## config.mk

```make
export PLATFORM = sky130hd
export DESIGN_NAME = ugpb_cq
export DESIGN_NICKNAME = d
export VERILOG_FILES = /design/src/rtl/core/ugpb_pkg.sv /design/src/rtl/core/ugpb_cq.sv
export SDC_FILE = /design/constraint.sdc
export NUM_CORES = 1
export LEC_CHECK = 0
export BUFFER_PORTS_ARGS = -buffer_cell sky130_fd_sc_hd__buf_2
export CAP_MARGIN = 20
export CORE_MARGIN = 8
export CORE_UTILIZATION = 40
export CTS_CLUSTER_DIAMETER = 60
export DETAILED_ROUTE_END_ITERATION = 10
export GPL_TIMING_DRIVEN = 0
export PLACE_DENSITY = 0.65
export SLEW_MARGIN = 20
export SYNTH_ARGS = -nofsm -noshare
export SYNTH_HDL_FRONTEND = slang
export SYNTH_SLANG_ARGS = --single-unit
```

## constraint.sdc

```tcl
create_clock -name clk -period 3.1 [get_ports clk]
set_clock_uncertainty 0.15 [all_clocks]
set_input_delay 0.31 -clock clk [delete_from_list [all_inputs] [get_ports clk]]
set_output_delay 0.31 -clock clk [all_outputs]
set_load 0.005 [all_outputs]
```

## src/rtl/core/ugpb_pkg.sv

```systemverilog
// Package with types, constants and helpers of the particle binning block.
`timescale 1ns / 1ps
`default_nettype none
package ugpb_pkg;
  localparam int MAX_CELLS     = 1024;
  localparam int CELL_CAPACITY = 16;
  localparam int ID_BITS       = 16;

  localparam int IDX_W   = (MAX_CELLS > 1) ? $clog2(MAX_CELLS) : 1;
  localparam int CNT_W   = $clog2(CELL_CAPACITY + 1);
  localparam int ENT_D   = MAX_CELLS * CELL_CAPACITY;
  localparam int ENT_AW  = (ENT_D > 1) ? $clog2(ENT_D) : 1;
  localparam int COORD_W = 24;
  localparam int SCALE_W = 24;
  localparam int DIM_W   = 11;
  localparam int QRY_W   = 10;
  localparam int IDXF_W  = 2 * DIM_W;

  localparam logic [1:0] OP_CLEAR  = 2'd0;
  localparam logic [1:0] OP_INSERT = 2'd1;
  localparam logic [1:0] OP_GET    = 2'd2;
  localparam logic [1:0] OP_NONE   = 2'd3;

  localparam logic [1:0] ST_OK      = 2'd0;
  localparam logic [1:0] ST_FULL    = 2'd1;
  localparam logic [1:0] ST_OUTSIDE = 2'd2;

  localparam logic [1:0] REG_ROWS  = 2'd0;
  localparam logic [1:0] REG_COLS  = 2'd1;
  localparam logic [1:0] REG_SCALE = 2'd2;

  typedef struct packed {
    logic [DIM_W-1:0]   rows;
    logic [DIM_W-1:0]   cols;
    logic [SCALE_W-1:0] scale;
  } cfg_t;

  typedef struct packed {
    logic [1:0]         op;
    logic [ID_BITS-1:0] id;
    logic [IDX_W-1:0]   idx;
    logic               ok;
  } cmd_t;

  typedef struct packed {
    logic [1:0]       status;
    logic [4:0]       count;
    logic [15:0]      id;
    logic             last;
  } res_t;

  function automatic logic [ENT_AW-1:0] ent_addr(input logic [IDX_W-1:0] idx,
                                                 input logic [CNT_W-1:0] slot);
    logic [ENT_AW+IDX_W-1:0] prod;
    prod = (ENT_AW+IDX_W)'(idx) * (ENT_AW+IDX_W)'(CELL_CAPACITY)
           + (ENT_AW+IDX_W)'(slot);
    return prod[ENT_AW-1:0];
  endfunction
endpackage
`default_nettype wire

```

## src/rtl/core/ugpb_cq.sv

```systemverilog
// Two-entry command queue between the front end and the bucket engine.
`timescale 1ns / 1ps
`default_nettype none
module ugpb_cq (
  input  wire logic           clk,
  input  wire logic           rst_n,
  input  wire logic           push,
  input  wire ugpb_pkg::cmd_t wdata,
  output logic                full,
  input  wire logic           pop,
  output ugpb_pkg::cmd_t      rdata,
  output logic                empty
);
  import ugpb_pkg::*;

  cmd_t       mem_r [2];
  logic       wp_r, rp_r;
  logic [1:0] cnt_r;

  assign full  = (cnt_r == 2'd2);
  assign empty = (cnt_r == 2'd0);
  assign rdata = mem_r[rp_r];

  always_ff @(posedge clk) begin
    if (!rst_n) begin
      wp_r  <= 1'b0;
      rp_r  <= 1'b0;
      cnt_r <= 2'd0;
    end else begin
      if (push && !full) wp_r <= ~wp_r;
      if (pop && !empty) rp_r <= ~rp_r;
      cnt_r <= cnt_r + 2'(push && !full) - 2'(pop && !empty);
    end
  end

  always_ff @(posedge clk) begin
    if (push && !full) begin
      mem_r[wp_r] <= wdata;
    end
  end
endmodule
`default_nettype wire

```

==> metrics.yaml <==
cells_and_area:
  final_common_cell: "buf_2"
  fill_cells: 496
  mostFrequentLayoutCells: "buf_2, edfxtp_1, mux2_2"
  final_util: 0.523
  syn2layout_area_growth_pct: 28.4
  finalNetCount: 231
  drive_above_1_share: 0.550
  layout.cells.non_filler: 275
  antenna_cells: 0
global_route:
  grtUsageTotal: 0.105
  grt_max_degree: 30
  antenna_found_initial: 0
  grt_pass1_vias: 1433
  grt_pass1_wl_um: 6650
  overflow: 0
worst_setup_path:
  cp_max_fo: 10
  start_kind: "register"
  crit_path_top_delay_cell: "dfxtp_1"
  crit_top_cell: "buf_6"
  cp-end-kind: "output pin"
  path_cells: "buf_6, buf_6, mux2_4, buf_2"
  cp_data_required_time_ns: 2.64
  slowest_delay_ns: 0.34
  arrival_ns: 1.44
  criticalPathCategory: "register to output pin"
power_and_ir_drop:
  p_sw_uw: 629
  peakVddDrop_uv: 437
  pwr-share-comb: 0.260
  p_seq_frac: 0.455
  p_int_uw: 1890
  powerDensity_nw_per_um2: 829
  clockPowerShare: 0.285
  p_leak_uw: 0.00120
  finalPower_uw: 2520
  switching_share: 0.249
synth:
  syn_area_um2: 2370
  synth_warnings: 0
  ys_seq_elements: 63
  synthCells: 117
  ys_types: 18
  syn_area_per_cell_um2: 20.2
  synth_seq_area_share: 0.778
  syn-num-nets: 152
clock_network:
  cts_buffer_depth: 2
  path_clk_slew_ns: 0.06
  cts_root_buffer: "clkbuf_8"
  clock_latency_ns: 0.32
  cts_max_level: 3
  cts_setup_buffers: 0
  clkSinkCount: 63
  ctsResizeCount: 0
  tritoncts: "yes"
  cts_buffers: 9
place:
  dpl.hpwl_um: 3090
  dp.cells: 256
  gp_congestion: 0.725
  numPortBuffers: 63
route:
  postRouteAntennaNets: 0
  drtPass1Iterations: 4
  drt_iter0_drc: 52
  totalWireLength_um: 4290
  drt-wirelength-per-cell_um: 15.6
  num_vias: 1265
  avgViaCountPerCell: 4.60
  drc: 0
die:
  fp.dieArea_um2: 8640
  dieWidth_um: 92.9
  die_height_um: 92.9
  rows: 28
  start_util: 0.407
  core_area_um2: 5820
  ioPinCount: 64
timing:
  worst_pin_slew_ns: 0.716
  fin_hold_ws_ns: 0.0185
  finalCritPeriodShare: 0.614
  fmax_mhz: 526
  hold_viol_final: 0
  final_max_slew_viol_count: 0
  setup_tns_ns: 0
  maxSlewHeadroom: 0.522
  rsz0062_at_grt: "no"
  layout_min_cycle_time_ns: 1.90
  setup_viol: 0
run:
  cap_violations: 0
outcome:
  status: "complete, no violations"
min_path:
  hold_path.class: "input pin to register"
==> repair_timing <==
item | in CTS | in global routing
setup endpoints to repair | 0 | 0
hold buffers | 4 | 0
endpoints found under the hold margin | 8 | 0
==> power groups by stage <==
stage	logic [µW]	registers, µW	clock network (µW)
global route	731	1160	769
floorplan	411	1150	0
finish	655	1150	718
CTS	675	1150	738
global placement	634	1160	0
detailed placement	668	1170	0
==> per-layer routing <==
layer	track usage	part of all wire	wire length (µm)
met5	0	0	0
met4	0.0765	0.027	116
met3	0.0324	0.060	257
met2	0.188	0.51	2200
met1	0.0995	0.40	1720
==> Yosys cell counts <==
| cell | number | area [µm²] |
|---|---|---|
| and2_1 | 2 | 12.5 |
| and3_1 | 1 | 6.26 |
| buf_2 | 1 | 5.00 |
| buf_6 | 2 | 22.5 |
| dfxtp_1 | 5 | 100 |
| edfxtp_1 | 58 | 1740 |
| ha_1 | 2 | 25.0 |
| inv_1 | 3 | 11.3 |
| mux2_2 | 19 | 214 |
| mux2_4 | 10 | 150 |
| mux2i_1 | 1 | 10.0 |
| nand2_1 | 2 | 7.51 |
| nand2b_1 | 2 | 12.5 |
| nor2_1 | 5 | 18.8 |
| nor3_1 | 1 | 5.00 |
| o21a_1 | 1 | 7.51 |
| xnor2_1 | 1 | 8.76 |
| xor2_1 | 1 | 8.76 |
==> layout make-up <==
type,instances,area (µm²),share of cell area
sequential,63,1840,0.606
multi-input combinational,48,495,0.163
timing repair buffer,68,370,0.122
clock buffer,9,124,0.0407
tap,75,93.8,0.0309
clock inverter,6,76.3,0.0251
buffer,3,27.5,0.00905
inverter,3,11.3,0.00370
==> cells by family (layout without fill, tap and decap cells) <==
family,count (synthesis),after routing,synth area share
buffers and inverters,6,89,0.0164
AO/OA/AOI/OAI,1,1,0.00317
multiplexers,30,30,0.158
XOR/XNOR,2,2,0.00740
flip-flops,63,63,0.778
adder cells (fa/ha/maj),2,2,0.0106
AND/OR/NAND/NOR,13,13,0.0264
==> critical path, delay by kind of cell (launching register included) <==
family	cells	cell delay, ns
muxes	1	0.31
buffers and inverters	3	0.47
DFF	1	0.34
==> path summary, 6_finish.rpt <==
check             depth (start not counted)      start  slack [ns]      endpoint
setup / recovery                          4   register        1.20     rdata[21]
hold / removal                            1  wdata[16]        0.02  mem_r[0][16]
setup reg to reg                          8   cnt_r[0]        1.23      cnt_r[1]
hold reg to reg                           2       rp_r        0.37      register
==> sequential cells by signal (all words and copies together), names as in the netlist, named ones only <==
| name | count |
|---|---|
| rp_r | 1 |
| wp_r | 1 |
| mem_r | 58 |
| cnt_r | 2 |
==> through the flow <==
| step | instance area (µm²) | worst slack (ns) |
|---|---|---|
| final | 3040 | 1.20 |
| after global routing | 3040 | 1.05 |
| after CTS | 3040 | 1.16 |
| after detailed placement | 2800 | 1.22 |
| after global placement | 2780 | 0.139 |
| after floorplan | 2370 | 0.715 |
(Power assumes the default switching activity.)
