**src/rtl/core/ugpb_pkg.sv**
```systemverilog
// Package with types, constants and helpers of the particle binning block.
`timescale 1ns / 1ps
`default_nettype none
package ugpb_pkg;
  localparam int MAX_CELLS     = 1024;
  localparam int CELL_CAPACITY = 16;
  localparam int ID_BITS       = 16;

  localparam int IDX_W   = (MAX_CELLS > 1) ? $clog2(MAX_CELLS) : 1;
  localparam int CNT_W   = $clog2(CELL_CAPACITY + 1);
  localparam int ENT_D   = MAX_CELLS * CELL_CAPACITY;
  localparam int ENT_AW  = (ENT_D > 1) ? $clog2(ENT_D) : 1;
  localparam int COORD_W = 24;
  localparam int SCALE_W = 24;
  localparam int DIM_W   = 11;
  localparam int QRY_W   = 10;
  localparam int IDXF_W  = 2 * DIM_W;

  localparam logic [1:0] OP_CLEAR  = 2'd0;
  localparam logic [1:0] OP_INSERT = 2'd1;
  localparam logic [1:0] OP_GET    = 2'd2;
  localparam logic [1:0] OP_NONE   = 2'd3;

  localparam logic [1:0] ST_OK      = 2'd0;
  localparam logic [1:0] ST_FULL    = 2'd1;
  localparam logic [1:0] ST_OUTSIDE = 2'd2;

  localparam logic [1:0] REG_ROWS  = 2'd0;
  localparam logic [1:0] REG_COLS  = 2'd1;
  localparam logic [1:0] REG_SCALE = 2'd2;

  typedef struct packed {
    logic [DIM_W-1:0]   rows;
    logic [DIM_W-1:0]   cols;
    logic [SCALE_W-1:0] scale;
  } cfg_t;

  typedef struct packed {
    logic [1:0]         op;
    logic [ID_BITS-1:0] id;
    logic [IDX_W-1:0]   idx;
    logic               ok;
  } cmd_t;

  typedef struct packed {
    logic [1:0]       status;
    logic [4:0]       count;
    logic [15:0]      id;
    logic             last;
  } res_t;

  function automatic logic [ENT_AW-1:0] ent_addr(input logic [IDX_W-1:0] idx,
                                                 input logic [CNT_W-1:0] slot);
    logic [ENT_AW+IDX_W-1:0] prod;
    prod = (ENT_AW+IDX_W)'(idx) * (ENT_AW+IDX_W)'(CELL_CAPACITY)
           + (ENT_AW+IDX_W)'(slot);
    return prod[ENT_AW-1:0];
  endfunction
endpackage
`default_nettype wire

```
**src/rtl/core/ugpb_front.sv**
```systemverilog
// Front end: accepts items, scales coordinates and resolves the cell index.
`timescale 1ns / 1ps
`default_nettype none
module ugpb_front (
  input  wire logic                         clk,
  input  wire logic                         rst_n,
  input  wire ugpb_pkg::cfg_t               cfg,
  input  wire logic                         hold,
  input  wire logic                         in_push,
  output logic                              in_full,
  input  wire logic [1:0]                   in_operation,
  input  wire logic [15:0]                  in_particle_id,
  input  wire logic [23:0]                  in_x_coord,
  input  wire logic [23:0]                  in_y_coord,
  input  wire logic [9:0]                   in_query_row,
  input  wire logic [9:0]                   in_query_col,
  output logic                              cmd_push,
  output ugpb_pkg::cmd_t                    cmd,
  input  wire logic                         cmd_full
);
  import ugpb_pkg::*;

  localparam logic [1:0] FS_IDLE = 2'd0;
  localparam logic [1:0] FS_MUL  = 2'd1;
  localparam logic [1:0] FS_IDX  = 2'd2;

  logic [1:0]         state_r, state_nxt;
  logic [1:0]         op_r;
  logic [ID_BITS-1:0] id_r;
  logic [COORD_W-1:0] x_r, y_r;
  logic [QRY_W-1:0]   qr_r, qc_r;
  logic [COORD_W-1:0] pcol_r, prow_r;
  logic [2*COORD_W-1:0] mx, my;
  logic [COORD_W-1:0] row, col;
  logic               inb;
  logic [IDXF_W-1:0]  idxf;
  logic               accept;

  assign in_full = (state_r != FS_IDLE) || hold;
  assign accept  = in_push && !in_full;

  always_comb begin
    state_nxt = state_r;
    unique case (state_r)
      FS_IDLE: if (accept && in_operation != OP_NONE) state_nxt = FS_MUL;
      FS_MUL:  state_nxt = FS_IDX;
      FS_IDX:  if (!cmd_full) state_nxt = FS_IDLE;
      default: state_nxt = FS_IDLE;
    endcase
  end

  always_ff @(posedge clk) begin
    if (!rst_n) begin
      state_r <= FS_IDLE;
    end else begin
      state_r <= state_nxt;
    end
  end

  // Q16.8 times Q8.16 gives Q24.24; the integer part is the cell coordinate.
  assign mx = (2*COORD_W)'(x_r) * (2*COORD_W)'(cfg.scale);
  assign my = (2*COORD_W)'(y_r) * (2*COORD_W)'(cfg.scale);

  always_ff @(posedge clk) begin
    if (accept) begin
      op_r <= in_operation;
      id_r <= in_particle_id[ID_BITS-1:0];
      x_r  <= in_x_coord;
      y_r  <= in_y_coord;
      qr_r <= in_query_row;
      qc_r <= in_query_col;
    end
    if (state_r == FS_MUL) begin
      pcol_r <= mx[2*COORD_W-1:COORD_W];
      prow_r <= my[2*COORD_W-1:COORD_W];
    end
  end

  assign row  = (op_r == OP_GET) ? COORD_W'(qr_r) : prow_r;
  assign col  = (op_r == OP_GET) ? COORD_W'(qc_r) : pcol_r;
  assign inb  = (row < COORD_W'(cfg.rows)) && (col < COORD_W'(cfg.cols));
  assign idxf = IDXF_W'(row[DIM_W-1:0]) * IDXF_W'(cfg.cols) + IDXF_W'(col[DIM_W-1:0]);

  assign cmd_push = (state_r == FS_IDX) && !cmd_full;
  assign cmd.op   = op_r;
  assign cmd.id   = id_r;
  assign cmd.idx  = idxf[IDX_W-1:0];
  assign cmd.ok   = inb && ((IDXF_W+1)'(idxf) < (IDXF_W+1)'(MAX_CELLS));
endmodule
`default_nettype wire

```
**config.mk**
```make
export PLATFORM = sky130hd
export DESIGN_NAME = ugpb_front
export DESIGN_NICKNAME = d
export VERILOG_FILES = /design/src/rtl/core/ugpb_pkg.sv /design/src/rtl/core/ugpb_front.sv
export SDC_FILE = /design/constraint.sdc
export NUM_CORES = 2
export LEC_CHECK = 0
export ABC_AREA = 0
export ABC_CLOCK_PERIOD_IN_PS = 20900
export BUFFER_PORTS_ARGS = -buffer_cell sky130_fd_sc_hd__buf_2
export CAP_MARGIN = 20
export CORE_MARGIN = 5
export CORE_UTILIZATION = 30
export CTS_CLUSTER_SIZE = 20
export DETAILED_ROUTE_END_ITERATION = 8
export GPL_TIMING_DRIVEN = 0
export PLACE_DENSITY = 0.5
export SLEW_MARGIN = 20
export SYNTH_ARGS = -nofsm -noshare
export SYNTH_HDL_FRONTEND = slang
export SYNTH_SLANG_ARGS = --single-unit
```
**constraint.sdc**
```tcl
create_clock -name clk -period 20.9 [get_ports clk]
set_clock_uncertainty 0.1 [all_clocks]
set_input_delay 2.09 -clock clk [delete_from_list [all_inputs] [get_ports clk]]
set_output_delay 2.09 -clock clk [all_outputs]
set_load 0.1 [all_outputs]
```
==> impl_metrics.yaml <==
synth:
  synth-seq-cells: 136
  synth_xor_area_share_pct: 1.114
  syn-num-nets: 6487
  syn_area_um2: 45600
  synth_common_cells: "inv_1, fa_1, nand2_1"
  synth.largest_area_cell: "fa_1"
  synth-simple-area-share_pct: 15.82
  synth_top_cell_area_share_pct: 46.22
  synth_fa_ha_area_share_pct: 57.75
  synth_flop_cell: "edfxtp_1"
  synth_enable_flop_cells: 134
  yosysMostFrequentCell: "inv_1"
  ys_seq_area_share_pct: 8.911
  ys_warn_count: 0
  synth_area_leaders: "fa_1, ha_1, inv_1, edfxtp_1, and2_1"
  synth_top_family_by_area: "adder cells"
  synthArstFlopShare_pct: 0
  synth_cell_types: 72
  syn-mean-instance-area_um2: 9.351
  synth_mux_area_share_pct: 0.5542
  synth-compound-area-share_pct: 3.454
  synthCells: 4877
global_route:
  grt_usage_pct: 21.24
  grt_pass1_vias: 35937
  grt_pass1_wl_um: 244300
  grt_start_max_net_pins: 24
  grt_overflow_total: 0
  grt_antenna_before_repair: 24
route:
  wl_per_cell_um: 23.29
  drcViolationCount: 0
  ant_nets: 0
  first_pass_iters: 5
  vias: 33427
  drtIter0Drc: 2524
  routed_wirelength_um: 165500
  vias_per_cell: 4.703
sta:
  finalHoldViolations: 0
  fmax_mhz: 89.67
  tns_ps: 0
  tightest_slew_ps: 1218
  fin_crit_ps: 11150
  maxSlewViolCount: 0
  rsz0062_at_grt: "false"
  layout_setup_ws_ps: 9747
  slew_headroom_pct: 18.81
  min_period_over_period_pct: 53.36
  setup_viol: 0
final_layout:
  finalCoreUtilization_pct: 32.80
  n_fill_cell: 15922
  register_area_um2: 4064
  multiInputGateArea_um2: 35910
  nets: 6657
  area_growth_pct: 8.985
  drive_above_1_share_pct: 4.723
  postLayoutCellArea_um2: 49700
floorplan:
  die_y_um: 399.9
  die_width_um: 399.9
  io_pins: 168
  fp.coreArea_um2: 151500
  rows: 143
  initial_utilization_pct: 30.09
  die_area_um2: 159900
clock_network:
  clk_latency_ps: 560
  ctsResizeCount: 0
  cts_sinks: 136
  numCtsBuffers: 17
  root_buffer: "clkbuf_16"
  cts.path.max_buffers: 2
  hold_buffers: 0
  cts_tree: "done"
  cts_htree_levels: 4
  postCtsSetupBuffers: 0
  cts.clk_slew.worst_paths_ps: 70
placement:
  gp_congestion: 0.9445
  dpl_cell_area_um2: 49060
  place_ws_ps: 9587
  dpl.hpwl_um: 138500
  portBuffers: 143
worst_setup_path:
  ff2ff_path_depth: 24
  worst_setup_path_end_kind: "output pin"
  cpMostUsedCell: "fa_1"
  path_buf_inv: 7
  reg2reg_from: "x_r[8]"
  r2r_end: "pcol_r[23]"
  critPathKind: "flop to output pin"
  arrival_ps: 8960
  ff2ff_setup_slack_ps: 11840
  critPathSlowestCell: "buf_1"
  cp_max_fo: 10
  slowest_delay_ps: 620
  critPathRequiredTime_ps: 18710
  crit_chain: "nand2b_4, clkbuf_1, buf_1, mux2_2, clkbuf_1, nand2_1, fa_1, inv_1, fa_1, fa_1, inv_1, fa_1, fa_1, inv_1, ha_1, or2_2, a211oi_1, o21ai_0, a41o_1, a21oi_1, o21a_1, mux2_2, nor4_1, buf_2"
  critPathTopFamily: "adder cells"
  startpoint_type: "flop"
job:
  cap_violations: 0
hold_path:
  whs_path_depth: 2
  min_delay_worst_endpoint: "state_r[1]"
  hold_class: "flop to flop"
  hp-start: "state_r[0]"
status:
  status: "completed"
-- cell families (layout without fill, tap and decap cells) --
family                     Yosys count  after routing
muxes                               23             23
DFF                                136            136
AOI/OAI and AO/OA                  232            232
and+or+nand+nor                   1451           1451
adders and majority gates         1473           1473
xor gates and xnor gates            58             58
buffers and inverters             1504           1687
other                                0             17
-- worst max path at each step --
stage,slack [ps],to,cells past startpoint,startpoint
after floorplan,8870,cmd[0],23,op_r[0]
final,9750,cmd[0],24,op_r[1]
after detailed placement,9590,pcol_r[23],25,cfg[3]
after global routing,9250,cmd[0],24,op_r[1]
after CTS,9610,cmd[0],24,op_r[1]
after global placement,9200,pcol_r[23],25,cfg[4]
-- registers in the layout (all words and copies together), names as in the netlist --
register	flops
pcol_r	24
prow_r	24
x_r	24
y_r	24
id_r	16
qc_r	10
qr_r	10
op_r	2
state_r	2
-- worst register-to-register path: cells and delay by family, from the launching register on --
family | cells | cell delay [ps]
AO/OA/AOI/OAI | 5 | 1340
AND/OR/NAND/NOR | 4 | 1270
adder cells (fa/ha/maj) | 8 | 3870
flip-flops | 1 | 770
buffers and inverters | 6 | 980
XOR/XNOR | 1 | 420
-- final cells by class --
cell class	count	share of cell area [%]
antenna	17	0.08559
buffer	241	1.878
timing repair buffer	151	1.757
inverter	1263	9.539
tap	2030	5.110
sequential	136	8.177
clock inverter	14	0.3323
multi-input combinational	3237	72.26
clock buffer	18	0.8635
-- layout by cell type, fill, tap and decap left out, types with 7 or more instances in the layout --
| cell | count |
|---|---|
| a31oi_1 | 8 |
| and2_1 | 591 |
| nor2_1 | 45 |
| diode_2 | 17 |
| nand2_1 | 704 |
| xnor2_1 | 40 |
| o21ai_0 | 31 |
| a211oi_1 | 14 |
| clkbuf_1 | 222 |
| nor4_1 | 7 |
| buf_2 | 144 |
| nand3_1 | 16 |
| clkbuf_2 | 16 |
| clkbuf_16 | 17 |
| ha_1 | 420 |
| nand4_1 | 8 |
| a21oi_1 | 67 |
| and3_1 | 14 |
| a21o_1 | 30 |
| mux2_2 | 15 |
| o21a_1 | 14 |
| xor2_1 | 18 |
| nand2b_1 | 9 |
| fa_1 | 1053 |
| inv_1 | 1263 |
| o22ai_1 | 7 |
| mux2i_1 | 7 |
| edfxtp_1 | 134 |
| nor3_1 | 14 |
| nor2b_1 | 9 |
-- per-stage QoR --
stage,hold slack (ps),instances
after floorplan,496.0,4877
after global placement,520.5,7050
after CTS,572.9,7089
after detailed placement,553.2,7057
final,574.6,7107
after global routing,604.1,7090
-- routing by layer --
layer / track usage, % / share of wire (%) / vias to the layer above
li1: - / - / 14624
met1: 28.23 / 42 / 17304
met2: 34.27 / 46 / 1251
met3: 4.666 / 8.1 / 240
met4: 7.390 / 3.9 / 8
met5: 0 / 0.025 / -
Power is not shown: default switching activity piles up to over one toggle a cycle in this logic, so the estimate is an artifact.
